--- src/sv/ptms_pkg.sv ---
// Shared types and constants for the pulse test mode sequencer.
package ptms_pkg;

  localparam int unsigned TimeW      = 64;
  localparam int unsigned CfgW       = 16;
  localparam int unsigned CfgIdxW    = 2;
  localparam int unsigned CodeW      = 16;
  localparam int unsigned VoltW      = 16;
  localparam logic [CfgW-1:0] SettleDefaultMs = 16'd50;

  typedef enum logic [2:0] {
    CMD_TICK          = 3'd0,
    CMD_ENABLE_POWER  = 3'd1,
    CMD_DISABLE_POWER = 3'd2,
    CMD_START         = 3'd3,
    CMD_STOP          = 3'd4,
    CMD_CLEAR_FAULT   = 3'd5,
    CMD_CLEAR_WARNING = 3'd6,
    CMD_PULSE_END     = 3'd7
  } cmd_t;

  typedef enum logic [1:0] {
    DEV_NONE  = 2'd0,
    DEV_FAULT = 2'd1,
    DEV_READY = 2'd2,
    DEV_PROC  = 2'd3
  } dev_state_t;

  typedef enum logic [2:0] {
    SUB_NONE       = 3'd0,
    SUB_WAIT       = 3'd1,
    SUB_SUPPLY_OFF = 3'd2,
    SUB_START      = 3'd3,
    SUB_PULSE      = 3'd4,
    SUB_SUPPLY_ON  = 3'd5
  } sub_state_t;

  typedef enum logic [1:0] {
    ERR_OK        = 2'd0,
    ERR_BLOCKED   = 2'd1,
    ERR_NOT_READY = 2'd2
  } user_err_t;

  localparam logic [CfgIdxW-1:0] CFG_PAUSE  = 2'd0;
  localparam logic [CfgIdxW-1:0] CFG_SETTLE = 2'd1;

  typedef struct packed {
    logic               we;
    logic [CfgIdxW-1:0] index;
    logic [CfgW-1:0]    data;
  } cfg_wr_t;

  typedef struct packed {
    cmd_t             command;
    logic [CodeW-1:0] pulse_fault_code;
    logic [VoltW-1:0] measured_voltage;
  } item_t;

  typedef struct packed {
    dev_state_t       device_state;
    sub_state_t       sub_state;
    user_err_t        user_error;
    logic             supply_enabled;
    logic             pulse_begin;
    logic [CodeW-1:0] fault_reason;
    logic [VoltW-1:0] result_voltage;
    logic             op_result;
    logic             warning_flag;
  } result_t;

endpackage

--- src/sv/ptms_if.sv ---
// Valid/ready channel interfaces for input items and result items.
interface ptms_in_if
  import ptms_pkg::*;
();
  logic             valid;
  logic             ready;
  logic [2:0]       command;
  logic [CodeW-1:0] pulse_fault_code;
  logic [VoltW-1:0] measured_voltage;

  modport source (output valid, command, pulse_fault_code, measured_voltage, input ready);
  modport sink   (input valid, command, pulse_fault_code, measured_voltage, output ready);
endinterface

interface ptms_out_if
  import ptms_pkg::*;
();
  logic             valid;
  logic             ready;
  logic [1:0]       device_state;
  logic [2:0]       sub_state;
  logic [1:0]       user_error;
  logic             supply_enabled;
  logic             pulse_begin;
  logic [CodeW-1:0] fault_reason;
  logic [VoltW-1:0] result_voltage;
  logic             op_result;
  logic             warning_flag;

  modport source (output valid, device_state, sub_state, user_error, supply_enabled,
                  pulse_begin, fault_reason, result_voltage, op_result, warning_flag,
                  input ready);
  modport sink   (input valid, device_state, sub_state, user_error, supply_enabled,
                  pulse_begin, fault_reason, result_voltage, op_result, warning_flag,
                  output ready);
endinterface

--- src/sv/ptms_in_stage.sv ---
// Input register that captures one beat from the input channel.
module ptms_in_stage
  import ptms_pkg::*;
(
  input  logic  clk,
  input  logic  rst_n,
  ptms_in_if.sink in_ch,
  input  logic  take,
  output logic  item_valid,
  output item_t item
);

  logic  valid_r;
  logic  valid_nxt;
  item_t item_r;

  assign in_ch.ready = !valid_r || take;

  always_comb begin
    valid_nxt = valid_r;
    if (in_ch.ready) begin
      valid_nxt = in_ch.valid;
    end
  end

  always_ff @(posedge clk) begin
    if (!rst_n) begin
      valid_r <= 1'b0;
    end else begin
      valid_r <= valid_nxt;
    end
  end

  always_ff @(posedge clk) begin
    if (in_ch.valid && in_ch.ready) begin
      item_r.command          <= cmd_t'(in_ch.command);
      item_r.pulse_fault_code <= in_ch.pulse_fault_code;
      item_r.measured_voltage <= in_ch.measured_voltage;
    end
  end

  assign item_valid = valid_r;
  assign item       = item_r;

endmodule

--- src/sv/ptms_core.sv ---
// Device state, timers, configuration and the per-item update rules.
module ptms_core
  import ptms_pkg::*;
(
  input  logic    clk,
  input  logic    rst_n,
  input  cfg_wr_t cfg,
  input  logic    fire,
  input  item_t   item,
  output result_t res
);

  dev_state_t       dev_r, dev_nxt;
  sub_state_t       sub_r, sub_nxt;
  logic [TimeW-1:0] time_r, time_nxt;
  logic [TimeW-1:0] tnext_r, tnext_nxt;
  logic [TimeW-1:0] pause_dl_r, pause_dl_nxt;
  logic [TimeW-1:0] settle_dl_r, settle_dl_nxt;
  logic             supply_r, supply_nxt;
  logic [CodeW-1:0] fault_r, fault_nxt;
  logic [VoltW-1:0] result_r, result_nxt;
  logic             op_ok_r, op_ok_nxt;
  logic [CfgW-1:0]  pause_cfg_r;
  logic [CfgW-1:0]  settle_cfg_r;

  logic [TimeW-1:0] settle_arm;
  logic             settle_hit;
  user_err_t        err;
  logic             begin_pulse;

  assign settle_arm = tnext_r + TimeW'(settle_cfg_r);
  assign settle_hit = (settle_dl_r != '0) && (tnext_r >= settle_dl_r);

  always_comb begin
    dev_nxt       = dev_r;
    sub_nxt       = sub_r;
    time_nxt      = time_r;
    tnext_nxt     = tnext_r;
    pause_dl_nxt  = pause_dl_r;
    settle_dl_nxt = settle_dl_r;
    supply_nxt    = supply_r;
    fault_nxt     = fault_r;
    result_nxt    = result_r;
    op_ok_nxt     = op_ok_r;
    err           = ERR_OK;
    begin_pulse   = 1'b0;
    case (item.command)
      CMD_TICK: begin
        time_nxt  = tnext_r;
        tnext_nxt = tnext_r + TimeW'(1);
        if (dev_r == DEV_PROC) begin
          case (sub_r)
            SUB_WAIT: begin
              if (tnext_r > pause_dl_r) begin
                sub_nxt = SUB_SUPPLY_OFF;
              end
            end
            SUB_SUPPLY_OFF: begin
              if (settle_dl_r == '0) begin
                settle_dl_nxt = settle_arm;
                supply_nxt    = 1'b0;
              end else if (settle_hit) begin
                settle_dl_nxt = '0;
                sub_nxt       = SUB_START;
              end else begin
                supply_nxt = 1'b0;
              end
            end
            SUB_START: begin
              sub_nxt     = SUB_PULSE;
              begin_pulse = 1'b1;
            end
            SUB_SUPPLY_ON: begin
              if (settle_dl_r == '0) begin
                settle_dl_nxt = settle_arm;
              end else if (settle_hit) begin
                settle_dl_nxt = '0;
                supply_nxt    = 1'b1;
                dev_nxt       = DEV_READY;
                sub_nxt       = SUB_NONE;
              end
            end
            default: begin
            end
          endcase
        end
      end
      CMD_ENABLE_POWER: begin
        if (dev_r == DEV_NONE) begin
          supply_nxt = 1'b1;
          dev_nxt    = DEV_READY;
          sub_nxt    = SUB_NONE;
        end else if (dev_r != DEV_READY) begin
          err = ERR_BLOCKED;
        end
      end
      CMD_DISABLE_POWER: begin
        if (dev_r == DEV_READY) begin
          supply_nxt = 1'b0;
          dev_nxt    = DEV_NONE;
          sub_nxt    = SUB_NONE;
        end else if (dev_r != DEV_NONE) begin
          err = ERR_BLOCKED;
        end
      end
      CMD_START: begin
        if (dev_r == DEV_READY) begin
          fault_nxt  = '0;
          result_nxt = '0;
          op_ok_nxt  = 1'b0;
          dev_nxt    = DEV_PROC;
          sub_nxt    = SUB_WAIT;
        end else if (dev_r == DEV_PROC) begin
          err = ERR_BLOCKED;
        end else begin
          err = ERR_NOT_READY;
        end
      end
      CMD_STOP: begin
        if (dev_r == DEV_PROC) begin
          dev_nxt = DEV_READY;
          sub_nxt = SUB_NONE;
        end
      end
      CMD_CLEAR_FAULT: begin
        if (dev_r == DEV_FAULT) begin
          dev_nxt   = DEV_NONE;
          sub_nxt   = SUB_NONE;
          fault_nxt = '0;
        end
      end
      CMD_CLEAR_WARNING: begin
      end
      CMD_PULSE_END: begin
        if (sub_r == SUB_PULSE) begin
          pause_dl_nxt = time_r + TimeW'(pause_cfg_r);
          if (item.pulse_fault_code != '0) begin
            dev_nxt   = DEV_FAULT;
            sub_nxt   = SUB_NONE;
            fault_nxt = item.pulse_fault_code;
          end else begin
            result_nxt = item.measured_voltage;
            op_ok_nxt  = 1'b1;
            dev_nxt    = DEV_PROC;
            sub_nxt    = SUB_SUPPLY_ON;
          end
        end
      end
      default: begin
      end
    endcase
  end

  always_ff @(posedge clk) begin
    if (!rst_n) begin
      dev_r       <= DEV_NONE;
      sub_r       <= SUB_NONE;
      time_r      <= '0;
      tnext_r     <= TimeW'(1);
      pause_dl_r  <= '0;
      settle_dl_r <= '0;
      supply_r    <= 1'b0;
      fault_r     <= '0;
      result_r    <= '0;
      op_ok_r     <= 1'b0;
    end else if (fire) begin
      dev_r       <= dev_nxt;
      sub_r       <= sub_nxt;
      time_r      <= time_nxt;
      tnext_r     <= tnext_nxt;
      pause_dl_r  <= pause_dl_nxt;
      settle_dl_r <= settle_dl_nxt;
      supply_r    <= supply_nxt;
      fault_r     <= fault_nxt;
      result_r    <= result_nxt;
      op_ok_r     <= op_ok_nxt;
    end
  end

  always_ff @(posedge clk) begin
    if (!rst_n) begin
      pause_cfg_r  <= '0;
      settle_cfg_r <= SettleDefaultMs;
    end else if (cfg.we) begin
      if (cfg.index == CFG_PAUSE) begin
        pause_cfg_r <= cfg.data;
      end else if (cfg.index == CFG_SETTLE) begin
        settle_cfg_r <= cfg.data;
      end
    end
  end

  always_comb begin
    res.device_state   = dev_nxt;
    res.sub_state      = sub_nxt;
    res.user_error     = err;
    res.supply_enabled = supply_nxt;
    res.pulse_begin    = begin_pulse;
    res.fault_reason   = fault_nxt;
    res.result_voltage = result_nxt;
    res.op_result      = op_ok_nxt;
    res.warning_flag   = 1'b0;
  end

  a_idle_sub_none: assert property (@(posedge clk) disable iff (!rst_n)
    (dev_r != DEV_PROC) |-> (sub_r == SUB_NONE))
    else $error("Substate is active outside the in-process state.");

  a_tnext_tracks: assert property (@(posedge clk) disable iff (!rst_n)
    tnext_r == time_r + TimeW'(1))
    else $error("Next-time register lost track of the time counter.");

  a_tick_advances: assert property (@(posedge clk) disable iff (!rst_n)
    (fire && item.command == CMD_TICK) |=> (time_r == $past(time_r) + TimeW'(1)))
    else $error("Tick did not advance the time counter by one.");

  a_begin_enters_pulse: assert property (@(posedge clk) disable iff (!rst_n)
    (fire && res.pulse_begin) |=> (dev_r == DEV_PROC && sub_r == SUB_PULSE))
    else $error("Pulse start did not enter the pulse substate.");

  a_refused_keeps_state: assert property (@(posedge clk) disable iff (!rst_n)
    (fire && res.user_error != ERR_OK) |=> (dev_r == $past(dev_r) && sub_r == $past(sub_r)))
    else $error("Refused command changed the device state.");

endmodule

--- src/sv/ptms_out_stage.sv ---
// Result register that holds one beat for the output channel.
module ptms_out_stage
  import ptms_pkg::*;
(
  input  logic    clk,
  input  logic    rst_n,
  input  logic    load,
  input  result_t res,
  output logic    can_load,
  ptms_out_if.source out_ch
);

  logic    valid_r;
  logic    valid_nxt;
  result_t res_r;

  assign can_load = !valid_r || out_ch.ready;

  always_comb begin
    valid_nxt = valid_r;
    if (can_load) begin
      valid_nxt = load;
    end
  end

  always_ff @(posedge clk) begin
    if (!rst_n) begin
      valid_r <= 1'b0;
    end else begin
      valid_r <= valid_nxt;
    end
  end

  always_ff @(posedge clk) begin
    if (load && can_load) begin
      res_r <= res;
    end
  end

  assign out_ch.valid          = valid_r;
  assign out_ch.device_state   = res_r.device_state;
  assign out_ch.sub_state      = res_r.sub_state;
  assign out_ch.user_error     = res_r.user_error;
  assign out_ch.supply_enabled = res_r.supply_enabled;
  assign out_ch.pulse_begin    = res_r.pulse_begin;
  assign out_ch.fault_reason   = res_r.fault_reason;
  assign out_ch.result_voltage = res_r.result_voltage;
  assign out_ch.op_result      = res_r.op_result;
  assign out_ch.warning_flag   = res_r.warning_flag;

endmodule

--- src/sv/pulse_test_mode_sequencer.sv ---
// Top level of the pulse test mode sequencer.
// A beat accepted is held in the input register; its result is then registered in
// the result register. Throughput: one beat per cycle while the result channel is
// ready; the state update between the two is a single 64-bit add and compare deep.
// Reset (rst_n low, synchronous) empties both registers, returns the device to
// none with the time counter and deadlines at zero, and loads the settle delay with 50 ms.
module pulse_test_mode_sequencer
  import ptms_pkg::*;
(
  input  logic               clk,
  input  logic               rst_n,
  ptms_in_if.sink            in_ch,
  ptms_out_if.source         out_ch,
  input  logic               cfg_we,
  input  logic [CfgIdxW-1:0] cfg_index,
  input  logic [CfgW-1:0]    cfg_wdata
);

  logic    item_valid;
  item_t   item;
  logic    can_load;
  logic    fire;
  result_t res;
  cfg_wr_t cfg;

  assign cfg.we    = cfg_we;
  assign cfg.index = cfg_index;
  assign cfg.data  = cfg_wdata;
  assign fire      = item_valid && can_load;

  ptms_in_stage u_in (
    .clk        (clk),
    .rst_n      (rst_n),
    .in_ch      (in_ch),
    .take       (can_load),
    .item_valid (item_valid),
    .item       (item)
  );

  ptms_core u_core (
    .clk   (clk),
    .rst_n (rst_n),
    .cfg   (cfg),
    .fire  (fire),
    .item  (item),
    .res   (res)
  );

  ptms_out_stage u_out (
    .clk      (clk),
    .rst_n    (rst_n),
    .load     (item_valid),
    .res      (res),
    .can_load (can_load),
    .out_ch   (out_ch)
  );

endmodule
--- src/flat_wrapper.sv ---
// flat-port wrapper written by rule: the top's interface ports become plain ports
module pulse_test_mode_sequencer_flat import ptms_pkg::*;
  (clk, rst_n, cfg_we, cfg_index, cfg_wdata, in_ch_valid, in_ch_command, in_ch_pulse_fault_code, in_ch_measured_voltage, in_ch_ready, out_ch_valid, out_ch_device_state, out_ch_sub_state, out_ch_user_error, out_ch_supply_enabled, out_ch_pulse_begin, out_ch_fault_reason, out_ch_result_voltage, out_ch_op_result, out_ch_warning_flag, out_ch_ready);
  ptms_in_if in_ch_i ();
  ptms_out_if out_ch_i ();
  input  logic clk;
  input  logic rst_n;
  input  logic cfg_we;
  input  logic [CfgIdxW-1:0] cfg_index;
  input  logic [CfgW-1:0] cfg_wdata;
  input wire logic [$bits(in_ch_i.valid)-1:0] in_ch_valid;
  input wire logic [$bits(in_ch_i.command)-1:0] in_ch_command;
  input wire logic [$bits(in_ch_i.pulse_fault_code)-1:0] in_ch_pulse_fault_code;
  input wire logic [$bits(in_ch_i.measured_voltage)-1:0] in_ch_measured_voltage;
  output wire logic [$bits(in_ch_i.ready)-1:0] in_ch_ready;
  output wire logic [$bits(out_ch_i.valid)-1:0] out_ch_valid;
  output wire logic [$bits(out_ch_i.device_state)-1:0] out_ch_device_state;
  output wire logic [$bits(out_ch_i.sub_state)-1:0] out_ch_sub_state;
  output wire logic [$bits(out_ch_i.user_error)-1:0] out_ch_user_error;
  output wire logic [$bits(out_ch_i.supply_enabled)-1:0] out_ch_supply_enabled;
  output wire logic [$bits(out_ch_i.pulse_begin)-1:0] out_ch_pulse_begin;
  output wire logic [$bits(out_ch_i.fault_reason)-1:0] out_ch_fault_reason;
  output wire logic [$bits(out_ch_i.result_voltage)-1:0] out_ch_result_voltage;
  output wire logic [$bits(out_ch_i.op_result)-1:0] out_ch_op_result;
  output wire logic [$bits(out_ch_i.warning_flag)-1:0] out_ch_warning_flag;
  input wire logic [$bits(out_ch_i.ready)-1:0] out_ch_ready;
  assign in_ch_i.valid = in_ch_valid;
  assign in_ch_i.command = in_ch_command;
  assign in_ch_i.pulse_fault_code = in_ch_pulse_fault_code;
  assign in_ch_i.measured_voltage = in_ch_measured_voltage;
  assign in_ch_ready = in_ch_i.ready;
  assign out_ch_valid = out_ch_i.valid;
  assign out_ch_device_state = out_ch_i.device_state;
  assign out_ch_sub_state = out_ch_i.sub_state;
  assign out_ch_user_error = out_ch_i.user_error;
  assign out_ch_supply_enabled = out_ch_i.supply_enabled;
  assign out_ch_pulse_begin = out_ch_i.pulse_begin;
  assign out_ch_fault_reason = out_ch_i.fault_reason;
  assign out_ch_result_voltage = out_ch_i.result_voltage;
  assign out_ch_op_result = out_ch_i.op_result;
  assign out_ch_warning_flag = out_ch_i.warning_flag;
  assign out_ch_i.ready = out_ch_ready;
  pulse_test_mode_sequencer u_core (.clk(clk), .rst_n(rst_n), .in_ch(in_ch_i), .out_ch(out_ch_i), .cfg_we(cfg_we), .cfg_index(cfg_index), .cfg_wdata(cfg_wdata));
endmodule
--- config.mk ---
export PLATFORM = sky130hd
export DESIGN_NAME = pulse_test_mode_sequencer_flat
export DESIGN_NICKNAME = d
export VERILOG_FILES = /design/src/sv/ptms_pkg.sv /design/src/sv/ptms_if.sv /design/src/sv/ptms_in_stage.sv /design/src/sv/ptms_core.sv /design/src/sv/ptms_out_stage.sv /design/src/sv/pulse_test_mode_sequencer.sv /design/src/flat_wrapper.sv
export SDC_FILE = /design/constraint.sdc
export NUM_CORES = 1
export LEC_CHECK = 0
export ABC_AREA = 1
export ABC_CLOCK_PERIOD_IN_PS = 5600
export BUFFER_PORTS_ARGS = -buffer_cell sky130_fd_sc_hd__buf_2
export CORE_MARGIN = 4
export CORE_UTILIZATION = 35
export CTS_BUF_LIST = sky130_fd_sc_hd__clkbuf_4 sky130_fd_sc_hd__clkbuf_8 sky130_fd_sc_hd__clkbuf_16
export DETAILED_ROUTE_END_ITERATION = 7
export PLACE_DENSITY_LB_ADDON = 0.3
export REMOVE_ABC_BUFFERS = 1
export SLEW_MARGIN = 20
export SYNTH_ARGS = -nofsm -noshare
export SYNTH_HDL_FRONTEND = slang
export SYNTH_SLANG_ARGS = --single-unit
--- constraint.sdc ---
create_clock -name clk -period 5.6 [get_ports clk]
set_clock_uncertainty 0.05 [all_clocks]
set_input_delay 1.12 -clock clk [delete_from_list [all_inputs] [get_ports clk]]
set_output_delay 1.12 -clock clk [all_outputs]
set_load 0.01 [all_outputs]
==> results of run 1 <==
per-stage QoR:
stage / setup slack (ns) / utilization, %
after detailed placement: 1.851 / 37.35
final: 1.844 / 39.62
after global placement: 1.791 / 37.35
after global routing: 1.542 / 39.62
after floorplan: -0.6189 / -
after CTS: 1.809 / 39.61
sequential cells by signal, indices dropped and copies added, names as in the netlist, 2 cells and up:
| signal | cells |
|---|---|
| u_core.u_core.dev_r | 2 |
| u_core.u_core.tnext_r | 64 |
| u_core.u_out.out_ch.user_error | 2 |
| u_core.u_core.sub_r | 3 |
| u_core.u_out.out_ch.device_state | 2 |
| u_core.u_core.settle_dl_r | 64 |
| u_core.u_core.fault_r | 16 |
| u_core.u_core.pause_cfg_r | 16 |
| u_core.u_core.settle_cfg_r | 16 |
| u_core.u_core.pause_dl_r | 64 |
| u_core.u_out.out_ch.sub_state | 3 |
| u_core.u_in.item | 35 |
| u_core.u_core.time_r | 64 |
| u_core.u_out.out_ch.result_voltage | 16 |
| u_core.u_out.out_ch.fault_reason | 16 |
| u_core.u_core.result_r | 16 |
worst paths after layout:
path,to,slack [ns]
min,u_core.u_core.settle_dl_r[8],0.41
max reg2reg,u_core.u_core.settle_dl_r[45],1.84
max,u_core.u_core.settle_dl_r[45],1.84
min reg2reg,u_core.u_core.settle_dl_r[8],0.41
layout by cell type, fill, tap and decap left out, drive strengths merged, types with 66 or more instances in the layout:
cell and instances:
nand3 156, dfxtp 329, buf 114, clkbuf 66
inv 584, ha 161, edfxtp 77, nor3 105
nand2 557, o21ai 289, a21oi 378, nor2 317
worst max-delay path: stages (launching register included):
cell and delay (ns):
dfxtp_1 0.43, nor4_1 0.63, nand3_1 0.15, nor2_1 0.23
nand2_1 0.35, clkinv_1 0.30, nand2_1 0.07, buf_4 0.22
inv_1 0.72, o21ai_0 0.20, a21oi_1 0.17, nor2_1 0.05
nor2_1 0.07
metal layers:
metal  routed length [µm]  part of all wire (%)  track usage (%)  vias to the layer above
met5                    0                     0                0                        -
met4                 3158                   4.0            7.996                        0
met3                 5949                   7.6            3.671                      183
met2                32730                    42            32.16                      841
met1                36380                    47            30.80                    10290
li1                     -                     -                -                    11170
area by class of cell:
class,instances,share of cell area (%)
timing repair buffer,114,2.327
clock inverter,18,0.6736
clock buffer,66,5.017
inverter,590,8.366
tap,873,4.112
sequential,406,33.50
multi-input combinational,2251,46.00
logic make-up after synthesis:
| family | after synthesis | share of synthesized area, % |
|---|---|---|
| flops | 406 | 37.61 |
| fa+ha+maj | 163 | 8.683 |
| compound gates | 768 | 17.29 |
| other cells | 1 | 0.01585 |
| simple gates | 1265 | 23.52 |
| buf+inv | 683 | 10.89 |
| xor+xnor | 54 | 1.999 |
where the power goes:
group          leakage [nW]  internal (mW)  switching [mW]
logic                  6.84          0.103           0.227
registers              3.41           3.06          0.0468
clock network         0.756           1.76            1.29
total                  11.0           4.92            1.56
==> results.toml, run 1 <==
[outcome]
status = "completed"

[timing]
tightest_slew_ns = 0.9561
finalCriticalPeriod_ns = 3.756
drv_slew = 0
hold_viol_final = 0
whs_ns = 0.4115
setup_tns_ns = 0
period_share_pct = 67.07
relSlewSlack_pct = 36.19
finalSetupViolCount = 0
grt_setup_unrepaired = "no"
max_clock_freq_mhz = 266.2

[synthesis]
synth.most_common_cell = "inv_1"
async_flop_share_pct = 0
synth_area_leaders = "dfxtp_1 28%, edfxtp_1 9.8%, inv_1 9.1%, nand2_1 8.7%, ha_1 8.5%"
synth_flop_cell = "dfxtp_1"
yosys.cell_types.count = 57
synth_top_cell_by_area = "dfxtp_1"
synth_edf_count = 77
synth-seq-cells = 406
ys_warn_count = 0
synth.avg_cell_area_um2 = 7.084
netlist_instances = 3340
synthTopCellsByCount = "575 x inv_1, 550 x nand2_1, 376 x a21oi_1, 329 x dfxtp_1, 307 x nor2_1"
syn_area_mm2 = 0.02366
synth_top_area_share_pct = 27.84
ys_seq_area_share_pct = 37.61

[clocking]
clk_pin_slew_ns = 0.07
post_cts_buffers = 0
cts_root_buffer = "clkbuf_16"
cts_resized = 0
worstSkewPairLatency_ns = 0.60
htreeDepth = 2
clk_path_buf_depth = 3
hold_buffers = 0
cts_made_buffers = 45
cts_tree = "done"
cts.sinks = 406

[finish]
finalNetCount = 3629
area_growth_pct = 12.26
n_fill_cell = 7078
fin_cells = 4318
design_area_mm2 = 0.02656
multiInputGateArea_mm2 = 0.01222
regArea_mm2 = 0.008899
drive_gt1_share_pct = 7.489
n_antenna_cell = 0

[setup_path]
worstReg2RegStart = "u_core.u_core.settle_dl_r[0]"
start_kind = "flip-flop"
rr_worst_depth = 12
crit_fanout = 25
endpoint_kind = "flip-flop"
cp.required_ns = 6.07
critical_path.startpoint = "u_core.u_core.settle_dl_r[0]"
crit_type = "flip-flop to flip-flop"
cp.arrival_ns = 4.23

[routing]
wirelength_um = 78220
routed_via_density = 5.208
drc = 0
first_pass_iters = 6
drt_iter0_drc = 2065
vias = 22490
wire_per_inst_um = 18.11
ant_nets = 0

[worst_hold_path]
min_path_cells = 2
min_from = "u_core.u_core.settle_dl_r[8]"
holdCritPathClass = "flip-flop to flip-flop"

[grt]
grtUsageTotal_pct = 21.39
grt_overflow = 0
antenna_found_initial = 0
grt_pass1_vias = 21010
grt_pass1_wl_um = 120900
grt_max_degree = 124

[place]
place.gp.congestion = 0.9885
dp.cells = 4234
port_buffers = 101
place_hpwl_um = 60150
placed_area_mm2 = 0.02504

[pwr]
ir_drop_mv = 0.2870
power_mw = 6.486
power_density_mw_per_mm2 = 244.2
power_leakage_nw = 11.00

[die]
io_pins = 103
die_area_mm2 = 0.07182
placementRows = 95
die_w_um = 268
die_h_um = 268
core_region_area_mm2 = 0.06704
start_util_pct = 35.29

[run]
maxCapViolCount = 0
Power figures use the tool's default switching activity.
==> run 2, diff against run 1 <==
--- a/config.mk
+++ b/config.mk
@@ -6,7 +6,7 @@
 export NUM_CORES = 1
 export LEC_CHECK = 0
 export ABC_AREA = 1
-export ABC_CLOCK_PERIOD_IN_PS = 5600
+export ABC_CLOCK_PERIOD_IN_PS = 3750
 export BUFFER_PORTS_ARGS = -buffer_cell sky130_fd_sc_hd__buf_2
 export CORE_MARGIN = 4
 export CORE_UTILIZATION = 35
==> constraint.sdc (replaced) <==
create_clock -name clk -period 3.75 [get_ports clk]
set_clock_uncertainty 0.05 [all_clocks]
set_input_delay 0.75 -clock clk [delete_from_list [all_inputs] [get_ports clk]]
set_output_delay 0.75 -clock clk [all_outputs]
set_load 0.01 [all_outputs]
==> run 2 against run 1 <==
Global-route usage increased by 0.17 points. Sequential share of layout area decreased by 0.33 points. Largest cell class unchanged. Register-to-register slack got worse by 1.3 ns. Highest routed layer unchanged. Final cell count increased by 0.58%. Power increased by 51%. Non-clock buffer count increased by 26.
==> results.toml, run 2 (synthesized netlist as in run 1, its figures left out) <==
[worst_hold_path]
holdCritPathClass = "primary input to flip-flop"
min_to = "u_core.u_in.item[0]"
min_from = "in_ch_measured_voltage[0]"
min_path_cells = 1

[setup_path]
start_kind = "flip-flop"
crit_fanout = 6
rr_worst_depth = 9
rr_endpoint = "u_core.u_core.tnext_r[60]"
cp.arrival_ns = 3.61
endpoint_kind = "flip-flop"
cp.required_ns = 4.16
worstReg2RegStart = "u_core.u_core.tnext_r[40]"
crit_type = "flip-flop to flip-flop"
reg2reg_slack_ns = 0.55

[grt]
grt_pass1_vias = 20520
grt_max_degree = 79
antenna_found_initial = 0
grt_pass1_wl_um = 121000
grtUsageTotal_pct = 21.57
grt_overflow = 0

[die]
start_util_pct = 35.29
placementRows = 95
die_w_um = 268
core_region_area_mm2 = 0.06704
die_h_um = 268
io_pins = 103
die_area_mm2 = 0.07182

[timing]
max_clock_freq_mhz = 312.5
relSlewSlack_pct = 48.47
finalCriticalPeriod_ns = 3.200
hold_viol_final = 0
tightest_slew_ns = 0.7701
drv_slew = 0
grt_setup_unrepaired = "no"
finalSetupViolCount = 0
period_share_pct = 85.34
setup_ws_ns = 0.5496
setup_tns_ns = 0

[routing]
wirelength_um = 78900
drt_iter0_drc = 1757
vias = 22160
ant_nets = 0
first_pass_iters = 7
drc = 0
wire_per_inst_um = 18.17
routed_via_density = 5.103

[finish]
finalNetCount = 3655
n_fill_cell = 7142
multiInputGateArea_mm2 = 0.01221
drive_gt1_share_pct = 8.156
regArea_mm2 = 0.008899
area_growth_pct = 13.36
final_common_cell = "inv_1"
n_antenna_cell = 0
layout_common_cells = "574 x inv_1, 548 x nand2_1, 376 x a21oi_1, 329 x dfxtp_1, 306 x nor2_1"
design_area_mm2 = 0.02682

[pwr]
ir_drop_mv = 0.3044
power_leakage_nw = 11.18
power_density_mw_per_mm2 = 364.2

[clocking]
cts.sinks = 406
hold_buffers = 0
cts_resized = 0
clk_path_buf_depth = 3
htreeDepth = 2
cts_tree = "done"
post_cts_buffers = 0
cts_made_buffers = 45
worstSkewPairLatency_ns = 0.60
clk_pin_slew_ns = 0.06
cts_root_buffer = "clkbuf_16"

[place]
place_hpwl_um = 61460
placed_area_mm2 = 0.02526
place.gp.congestion = 0.9674
dpl_worst_slack_ns = 0.6254
port_buffers = 101

[outcome]
status = "completed"

[run]
maxCapViolCount = 0
## run 2: worst max-delay path: stages, from the launching register on
cell and delay, ns:
dfxtp_1 0.60, inv_1 0.26, nor4_1 0.66, nand2_1 0.27
nor2_1 0.19, inv_1 0.09, nor4_1 0.49, nand2_1 0.21
xor2_1 0.17, nor2_1 0.05
## run 2: cell type report
cell class	instances	share of cell area (%)
multi-input combinational	2251	45.52
sequential	406	33.18
inverter	590	8.280
clock buffer	65	5.057
tap	873	4.073
timing repair buffer	140	3.126
clock inverter	18	0.7697
## run 2: worst max-delay path by stage
stage | from | end | slack [ns] | cells after the start
after floorplan | out_ch_ready | u_core.u_core.tnext_r[59] | -2.10 | 15
after global placement | u_core.u_core.tnext_r[40] | u_core.u_core.tnext_r[60] | 0.65 | 9
after detailed placement | u_core.u_core.time_r[0] | u_core.u_core.pause_dl_r[36] | 0.63 | 15
after CTS | u_core.u_core.time_r[0] | u_core.u_core.pause_dl_r[52] | 0.59 | 16
after global routing | u_core.u_core.pause_cfg_r[0] | u_core.u_core.pause_dl_r[36] | 0.26 | 15
final | u_core.u_core.tnext_r[40] | u_core.u_core.tnext_r[60] | 0.55 | 9
## run 2: through the flow
stage	utilization (%)	std cells	hold slack, ns	total power [mW]
detailed placement	37.68	4260	0.4029	5.230
global placement	37.68	4260	0.3995	5.228
floorplan	-	3247	0.3909	5.004
finish	40.01	4343	0.2698	9.767
global route	40.01	4343	0.2443	10.10
CTS	40.01	4343	0.2321	9.864
## run 2: report_power, final
part           leakage (nW)  switching, mW  internal [mW]  total (mW)
registers              3.41         0.0676           4.57        4.63
logic                  6.98          0.346          0.159       0.505
clock network         0.787           1.94           2.69        4.63
## run 2: layer usage
metal	track usage, %	up-vias	part of all wire (%)
met5	0	-	0
met4	7.953	0	3.9
met3	3.159	139	6.5
met2	33.05	682	43
met1	30.91	10130	47
li1	-	11210	-
